### config.mk
export PLATFORM = sky130hd
export DESIGN_NAME = ospf_neighbor_fsm
export DESIGN_NICKNAME = d
export VERILOG_FILES = /design/src/hdl/ospf_pkg.sv /design/src/hdl/ospf_neighbor_fsm.sv
export SDC_FILE = /design/constraint.sdc
export NUM_CORES = 1
export LEC_CHECK = 0
export BUFFER_PORTS_ARGS = -buffer_cell sky130_fd_sc_hd__buf_2
export CAP_MARGIN = 10
export CELL_PAD_IN_SITES_DETAIL_PLACEMENT = 2
export CELL_PAD_IN_SITES_GLOBAL_PLACEMENT = 2
export CORE_ASPECT_RATIO = 0.5
export CORE_MARGIN = 3
export CORE_UTILIZATION = 41
export DETAILED_ROUTE_END_ITERATION = 8
export HOLD_SLACK_MARGIN = 0.15
export PLACE_DENSITY = 0.92
export SETUP_SLACK_MARGIN = 0.3
export SLEW_MARGIN = 20
export SYNTH_ARGS = -nofsm -noshare
export SYNTH_HDL_FRONTEND = slang
export SYNTH_SLANG_ARGS = --single-unit
### constraint.sdc
create_clock -name clk -period 6.9 [get_ports clk]
set_input_delay 0 -clock clk [delete_from_list [all_inputs] [get_ports clk]]
set_output_delay 0 -clock clk [all_outputs]
set_load 0.01 [all_outputs]
### src/hdl/ospf_pkg.sv
// constants and codes shared by the neighbor adjacency state machine
`default_nettype none

package ospf_pkg;

	// field widths
	localparam int OpW       = 4;
	localparam int AddrW     = 32;
	localparam int StateW    = 3;
	localparam int LinkW     = 3;
	localparam int CfgIdxW   = 2;
	localparam int InDataW   = 72;
	localparam int OutDataW  = 16;

	// event codes
	localparam logic [OpW-1:0] OP_HELLO       = 4'd0;
	localparam logic [OpW-1:0] OP_TWOWAY      = 4'd1;
	localparam logic [OpW-1:0] OP_ONEWAY      = 4'd2;
	localparam logic [OpW-1:0] OP_ADJOK       = 4'd3;
	localparam logic [OpW-1:0] OP_NEGDONE     = 4'd4;
	localparam logic [OpW-1:0] OP_SEQMISMATCH = 4'd5;
	localparam logic [OpW-1:0] OP_EXCHDONE    = 4'd6;
	localparam logic [OpW-1:0] OP_LOADDONE    = 4'd7;
	localparam logic [OpW-1:0] OP_BADLSREQ    = 4'd8;
	localparam logic [OpW-1:0] OP_INACTIVITY  = 4'd9;

	// link types that always form an adjacency
	localparam logic [LinkW-1:0] LINK_P2P     = 3'd2;
	localparam logic [LinkW-1:0] LINK_P2MP    = 3'd3;
	localparam logic [LinkW-1:0] LINK_VIRTUAL = 3'd4;

	// configuration register indexes
	localparam logic [CfgIdxW-1:0] CFG_LINK_TYPE   = 2'd0;
	localparam logic [CfgIdxW-1:0] CFG_OWN_ADDR    = 2'd1;
	localparam logic [CfgIdxW-1:0] CFG_NEIGHBOR    = 2'd2;

	// action pulses of one result
	typedef struct packed {
		logic refresh_lsas;
		logic snapshot_summary;
		logic clear_lists;
		logic stop_dd_sender;
		logic start_dd_sender;
		logic reset_dd_state;
		logic start_retransmit;
		logic restart_dead_timer;
	} actions_t;

endpackage

`default_nettype wire

### src/hdl/ospf_neighbor_fsm.sv
// neighbor adjacency state machine with stream input, result and config ports
`default_nettype none

// One event per clock cycle while the result side does not stall; an event's result passes
// through the input register, then the result register. The rate is set by the update of
// the adjacency state and DD sender flag, which is computed from the registered event and
// written back in the same cycle the result is registered.
// The input side keeps taking events while a result waits on the output, as long as
// the input register can move on. Configuration writes are always ready; write
// link_type, own_address and neighbor_address only while no event is in flight.
module ospf_neighbor_fsm
	import ospf_pkg::*;
(
	input  wire logic                clk,
	input  wire logic                arst_n,
	// event stream
	input  wire logic                s_tvalid,
	output logic                     s_tready,
	// fields from bit 0: operation[3:0], desig_router[35:4], backup_router[67:36], zero pad
	input  wire logic [InDataW-1:0]  s_tdata,
	// result stream
	output logic                     m_tvalid,
	input  wire logic                m_tready,
	// fields from bit 0: next_state[2:0], accepted[3], restart_dead_timer[4],
	// start_retransmit[5], reset_dd_state[6], start_dd_sender[7], stop_dd_sender[8],
	// clear_lists[9], snapshot_summary[10], refresh_lsas[11], zero pad
	output logic [OutDataW-1:0]      m_tdata,
	// configuration writes
	input  wire logic                cfg_valid,
	output logic                     cfg_ready,
	input  wire logic [CfgIdxW-1:0]  cfg_index,
	input  wire logic [AddrW-1:0]    cfg_data
);

	typedef enum logic [StateW-1:0] {
		ST_DOWN     = 3'd0,
		ST_INIT     = 3'd1,
		ST_TWOWAY   = 3'd2,
		ST_EXSTART  = 3'd3,
		ST_EXCHANGE = 3'd4,
		ST_LOADING  = 3'd5,
		ST_FULL     = 3'd6
	} state_t;

	logic [LinkW-1:0] link_type_q;
	logic [AddrW-1:0] own_addr_q;
	logic [AddrW-1:0] neighbor_q;

	logic             valid_s1;
	logic [OpW-1:0]   op_s1;
	logic [AddrW-1:0] dr_s1;
	logic [AddrW-1:0] bdr_s1;

	state_t           state_q;
	logic             dd_active_q;

	state_t           state_d;
	logic             dd_active_d;
	logic             acc_d;
	actions_t         act_d;
	logic             want_adj;
	logic             advance;

	// configuration registers
	assign cfg_ready = 1'b1;

	always_ff @(posedge clk or negedge arst_n) begin
		if (!arst_n) begin
			link_type_q <= '0;
			own_addr_q  <= '0;
			neighbor_q  <= '0;
		end else if (cfg_valid) begin
			unique case (cfg_index)
				CFG_LINK_TYPE: link_type_q <= cfg_data[LinkW-1:0];
				CFG_OWN_ADDR:  own_addr_q  <= cfg_data;
				CFG_NEIGHBOR:  neighbor_q  <= cfg_data;
				default: ;
			endcase
		end
	end

	// pipeline control
	assign advance  = valid_s1 && (!m_tvalid || m_tready);
	assign s_tready = !valid_s1 || advance;

	// input register
	always_ff @(posedge clk or negedge arst_n) begin
		if (!arst_n) begin
			valid_s1 <= 1'b0;
		end else if (s_tready) begin
			valid_s1 <= s_tvalid;
		end
	end

	always_ff @(posedge clk) begin
		if (s_tvalid && s_tready) begin
			op_s1  <= s_tdata[OpW-1:0];
			dr_s1  <= s_tdata[OpW+AddrW-1:OpW];
			bdr_s1 <= s_tdata[OpW+2*AddrW-1:OpW+AddrW];
		end
	end

	// adjacency decision
	assign want_adj = (link_type_q == LINK_P2P) || (link_type_q == LINK_P2MP) ||
		(link_type_q == LINK_VIRTUAL) ||
		(dr_s1 == own_addr_q) || (bdr_s1 == own_addr_q) ||
		(dr_s1 == neighbor_q) || (bdr_s1 == neighbor_q);

	// event decode and next state
	always_comb begin
		state_d     = state_q;
		dd_active_d = dd_active_q;
		acc_d       = 1'b0;
		act_d       = '0;
		unique case (op_s1)
			OP_HELLO: begin
				acc_d = 1'b1;
				act_d.restart_dead_timer = 1'b1;
				if (state_q == ST_DOWN) begin
					state_d = ST_INIT;
					act_d.start_retransmit = 1'b1;
				end
			end
			OP_TWOWAY: begin
				acc_d = 1'b1;
				if (state_q == ST_INIT) begin
					if (want_adj) begin
						state_d = ST_EXSTART;
						act_d.reset_dd_state  = 1'b1;
						act_d.start_dd_sender = 1'b1;
						dd_active_d = 1'b1;
					end else begin
						state_d = ST_TWOWAY;
					end
				end
			end
			OP_ONEWAY: begin
				if (state_q >= ST_TWOWAY) begin
					acc_d   = 1'b1;
					state_d = ST_INIT;
					act_d.clear_lists    = 1'b1;
					act_d.stop_dd_sender = 1'b1;
					dd_active_d = 1'b0;
				end else if (state_q == ST_INIT) begin
					acc_d = 1'b1;
				end
			end
			OP_ADJOK: begin
				if (state_q == ST_TWOWAY) begin
					acc_d = 1'b1;
					if (want_adj) begin
						state_d = ST_EXSTART;
						act_d.reset_dd_state  = 1'b1;
						act_d.start_dd_sender = 1'b1;
						dd_active_d = 1'b1;
					end
				end else if (state_q >= ST_EXSTART) begin
					acc_d = 1'b1;
					if (!want_adj) begin
						state_d = ST_TWOWAY;
						act_d.clear_lists    = 1'b1;
						act_d.stop_dd_sender = 1'b1;
						dd_active_d = 1'b0;
					end
				end
			end
			OP_NEGDONE: begin
				if (state_q == ST_EXSTART) begin
					acc_d   = 1'b1;
					state_d = ST_EXCHANGE;
					act_d.snapshot_summary = 1'b1;
				end
			end
			OP_SEQMISMATCH, OP_BADLSREQ: begin
				if (state_q >= ST_EXCHANGE) begin
					acc_d   = 1'b1;
					state_d = ST_EXSTART;
					act_d.clear_lists     = 1'b1;
					act_d.start_dd_sender = 1'b1;
					dd_active_d = 1'b1;
				end
			end
			OP_EXCHDONE: begin
				if (state_q == ST_EXCHANGE) begin
					acc_d   = 1'b1;
					state_d = ST_FULL;
					act_d.refresh_lsas = 1'b1;
				end
			end
			OP_LOADDONE: begin
				if (state_q == ST_LOADING) begin
					acc_d   = 1'b1;
					state_d = ST_FULL;
					act_d.refresh_lsas = 1'b1;
				end
			end
			OP_INACTIVITY: begin
				acc_d   = 1'b1;
				state_d = ST_DOWN;
				act_d.clear_lists    = 1'b1;
				act_d.stop_dd_sender = dd_active_q;
				dd_active_d = 1'b0;
			end
			default: ;
		endcase
	end

	// state and result register
	always_ff @(posedge clk or negedge arst_n) begin
		if (!arst_n) begin
			state_q     <= ST_DOWN;
			dd_active_q <= 1'b0;
			m_tvalid    <= 1'b0;
			m_tdata     <= '0;
		end else begin
			if (advance) begin
				state_q     <= state_d;
				dd_active_q <= dd_active_d;
				m_tdata     <= {4'b0000, act_d, acc_d, state_d};
			end
			if (advance) begin
				m_tvalid <= 1'b1;
			end else if (m_tready) begin
				m_tvalid <= 1'b0;
			end
		end
	end

	// the held state always matches the last registered result
	a_state_tracks_result: assert property (@(posedge clk) disable iff (!arst_n)
		advance |=> (m_tdata[StateW-1:0] == state_q))
		else $error("adjacency state differs from registered result");

	// the DD sender runs exactly in exstart and above
	a_dd_matches_state: assert property (@(posedge clk) disable iff (!arst_n)
		dd_active_q == (state_q >= ST_EXSTART))
		else $error("dd sender flag out of step with adjacency state");

	// a result never both starts and stops the DD sender
	a_dd_start_stop: assert property (@(posedge clk) disable iff (!arst_n)
		m_tvalid |-> !(m_tdata[7] && m_tdata[8]))
		else $error("dd sender started and stopped by one event");

	// an LSA refresh only comes with reaching full
	a_refresh_full: assert property (@(posedge clk) disable iff (!arst_n)
		(m_tvalid && m_tdata[11]) |-> (m_tdata[StateW-1:0] == ST_FULL))
		else $error("lsa refresh without full state");

endmodule

`default_nettype wire

==> results.toml <==
[pwr]
power_frac_clock = 0.365
p_sw_frac = 0.3425
seq_power_share = 0.431
switching_power_mw = 0.9690
combPwrFrac = 0.204
ir_drop_v = 0.0001871
p_int_mw = 1.861
p_per_area_nw_per_um2 = 293.9
p_leak_nw = 3.716

[min_path]
hp-start = "s_tdata[50]"
hp-class = "in -> reg"

[critical_path]
worst_ep_required_time_ns = 7.21
path_cells = "xnor2_1 > nand4_1 > nor4_1 > a22oi_2 > and3_4 > o31ai_1"
cp_slowest_cell = "nor4_1"
cp-start-kind = "flip-flop"
max_stage_delay_ns = 0.73
cp-startpoint = "dr_s1[14]$_DFFE_PP_"
cp_max_fo = 4
critPathArrivalTime_ns = 3.31
end_kind = "flip-flop"
crit_type = "reg -> reg"
rr_startpoint = "dr_s1[14]$_DFFE_PP_"

[cells_and_area]
num-nets-final = 880
diodes = 0
areaGrowthSynthToFinish_pct = 35.17
n_fill_cell = 1599
drive_gt1_frac = 0.3005
fin_util = 0.5771

[logic_synthesis]
synth_common_cells = "xnor2_1, dfrtp_1, edfxtp_1"
ys.flop_type = "dfrtp_1"
ys_seq_area_frac = 0.5748
async_flop_share = 0.5467
syn-instance-count = 535
syn_area_sq_um = 7122
synth.distinct_cells = 55
yosys.area.top_type = "dfrtp_1"
avgSynthCellArea_sq_um = 13.31
ys_ff_latch = 150
ys_warn_count = 0
synth_top_cell_area_share = 0.2881
yosysMostFrequentCell = "xnor2_1"
synth_edf_count = 68
synth_area_leaders = "dfrtp_1, edfxtp_1, xnor2_1, mux2_2, nand4_1"

[outcome]
status = "complete, no violations"

[global_routing]
grt_pass1_wl_microns = 51470
grt_max_degree = 77
grt.overflow.total = 0
grt_pass1_vias = 6699
grtUsageTotal = 0.3877
antenna_found_initial = 7

[detailed_routing]
drc_errors = 0
first_pass_iters = 5
avgRoutedWirePerCell_microns = 35.38
drtIter0Drc = 661
routed_via_density = 6.028
vias = 6082
drtAntennaViolNets = 0
wirelength_microns = 35700

[timing]
tightest_slew_ns = 1.040
finClkSkew_ns = 0.03305
period_needed_ns = 2.994
slew-limit-headroom = 0.3065
tns_ns = 0
worst_hold_slack_ns = 0.2426
finalHoldViolations = 0
setup_viol_count_final = 0
maxSlewViolCount = 0
rsz0062_at_grt = "false"
min_period_over_period = 0.4339
max_freq_ghz = 0.3340

[cts]
h-tree-depth = 4
cts_sinks = 150
cts.clk_slew.worst_paths_ns = 0.10
cts_tree = "built"
clock_path_buffers = 2
cts_buffers = 17
worstSkewPairLatency_ns = 0.47
root_buffer = "clkbuf_16"
cts_resized = 0

[place]
dp_hpwl_microns = 17580
port_buffers = 120
place_congestion = 0.8378

[floorplan]
start_util = 0.4269
fp.coreArea_sq_um = 16680
die_width_microns = 192.4
ios = 130
rows = 33
dieArea_sq_um = 19080
die_y_microns = 99.20

[job]
drv_cap = 0
[through the flow]
stage | cells | setup slack (ns) | power [mW] | instance area (sq um)
2_1_floorplan | 538 | 4.239 | 1.448 | 7133
3_3_place_gp | 869 | 4.700 | 1.585 | 7948
3_5_place_dp | 869 | 4.539 | 1.650 | 7948
4_1_cts | 1009 | 4.473 | 2.711 | 9623
5_1_grt | 1009 | 3.940 | 2.884 | 9627
6_report | 1009 | 3.906 | 2.830 | 9627
[flip-flops by register name, summed over array words and instances (netlist names), named ones only]
register / flops
bdr_s1: 32
dd_active_q: 1
dr_s1: 32
link_type_q: 3
m_tdata: 9
m_tvalid: 1
neighbor_q: 32
op_s1: 4
own_addr_q: 32
valid_s1: 1
[power by group through the flow]
stage	Clock (mW)	Combinational (mW)	Sequential (mW)
floorplan	0	0.292	1.16
global placement	0	0.409	1.18
detailed placement	0	0.451	1.20
CTS	0.993	0.523	1.20
global route	1.07	0.595	1.22
finish	1.03	0.577	1.22
[placed cells by master, fill, tap and decap left out, types with 3 or more instances in the layout]
master | netlist | layout
nand4_1 | 35 | 35
inv_6 | 0 | 3
conb_1 | 2 | 5
nand2_1 | 20 | 20
clkinvlp_4 | 0 | 3
nor2b_1 | 4 | 4
clkbuf_16 | 0 | 17
nor4_2 | 3 | 3
xnor2_1 | 130 | 130
a211oi_1 | 3 | 3
nand2b_1 | 6 | 6
buf_4 | 6 | 4
buf_2 | 5 | 119
o21ai_0 | 4 | 4
dlygate4sd3_1 | 0 | 108
nor4_1 | 5 | 5
dfrtp_1 | 82 | 82
o31ai_1 | 3 | 3
nand3_1 | 5 | 5
inv_8 | 0 | 3
nand3b_1 | 5 | 5
o21ai_1 | 4 | 4
edfxtp_1 | 68 | 68
nor2_1 | 9 | 9
a21oi_1 | 16 | 16
mux2_2 | 67 | 67
[worst max-delay path, delay by kind of cell (launching register included)]
kind,cells,cell delay [ns]
and+or+nand+nor,3,1.26
xor gates and xnor gates,1,0.41
AOI/OAI and AO/OA,2,0.65
DFF,1,0.51
[logic make-up after synthesis]
group / Yosys count / synth area share
buffers and inverters: 23 / 0.01616
other: 2 / 0.001055
AOI/OAI and AO/OA: 51 / 0.04902
DFF: 150 / 0.5748
xor gates and xnor gates: 130 / 0.1599
muxes: 68 / 0.1073
and+or+nand+nor: 111 / 0.09171
[layer usage]
metal | up-vias | GRT usage | share of wire
li1 | 2399 | - | -
met1 | 3164 | 0.4827 | 0.39
met2 | 379 | 0.6171 | 0.46
met3 | 126 | 0.1352 | 0.096
met4 | 14 | 0.1683 | 0.045
met5 | - | 0 | 0.0029
[cell type report]
cell class | instances | area, sq um | area share
Inverter | 3 | 11.26 | 0.001170
Clock buffer | 17 | 425.4 | 0.04419
Tap cell | 227 | 284.0 | 0.02950
Multi-Input combinational cell | 365 | 2925 | 0.3039
Clock inverter | 15 | 168.9 | 0.01755
Timing Repair Buffer | 232 | 1718 | 0.1785
Sequential cell | 150 | 4094 | 0.4253
[repair_timing]
action,CTS,global route
hold buffers,108,0
setup buffers,0,0
endpoints found under the hold margin,220,0
[path summary, 6_finish.rpt]
| kind | cells past startpoint | slack, ns | to |
|---|---|---|---|
| setup / recovery | 6 | 3.91 | m_tdata[7]$_DFFE_PN0P_ |
| hold / removal | 2 | 0.24 | bdr_s1[14]$_DFFE_PP_ |
| setup reg to reg | 6 | 3.91 | m_tdata[7]$_DFFE_PN0P_ |
| hold reg to reg | 2 | 0.48 | m_tdata[5]$_DFFE_PN0P_ |
| max in group asynchronous | 3 | 6.07 | neighbor_q[25]$_DFFE_PN0P_ |
| min in group asynchronous | 3 | 0.26 | m_tdata[8]$_DFFE_PN0P_ |
Note: power is estimated with default switching activity, not from simulation.
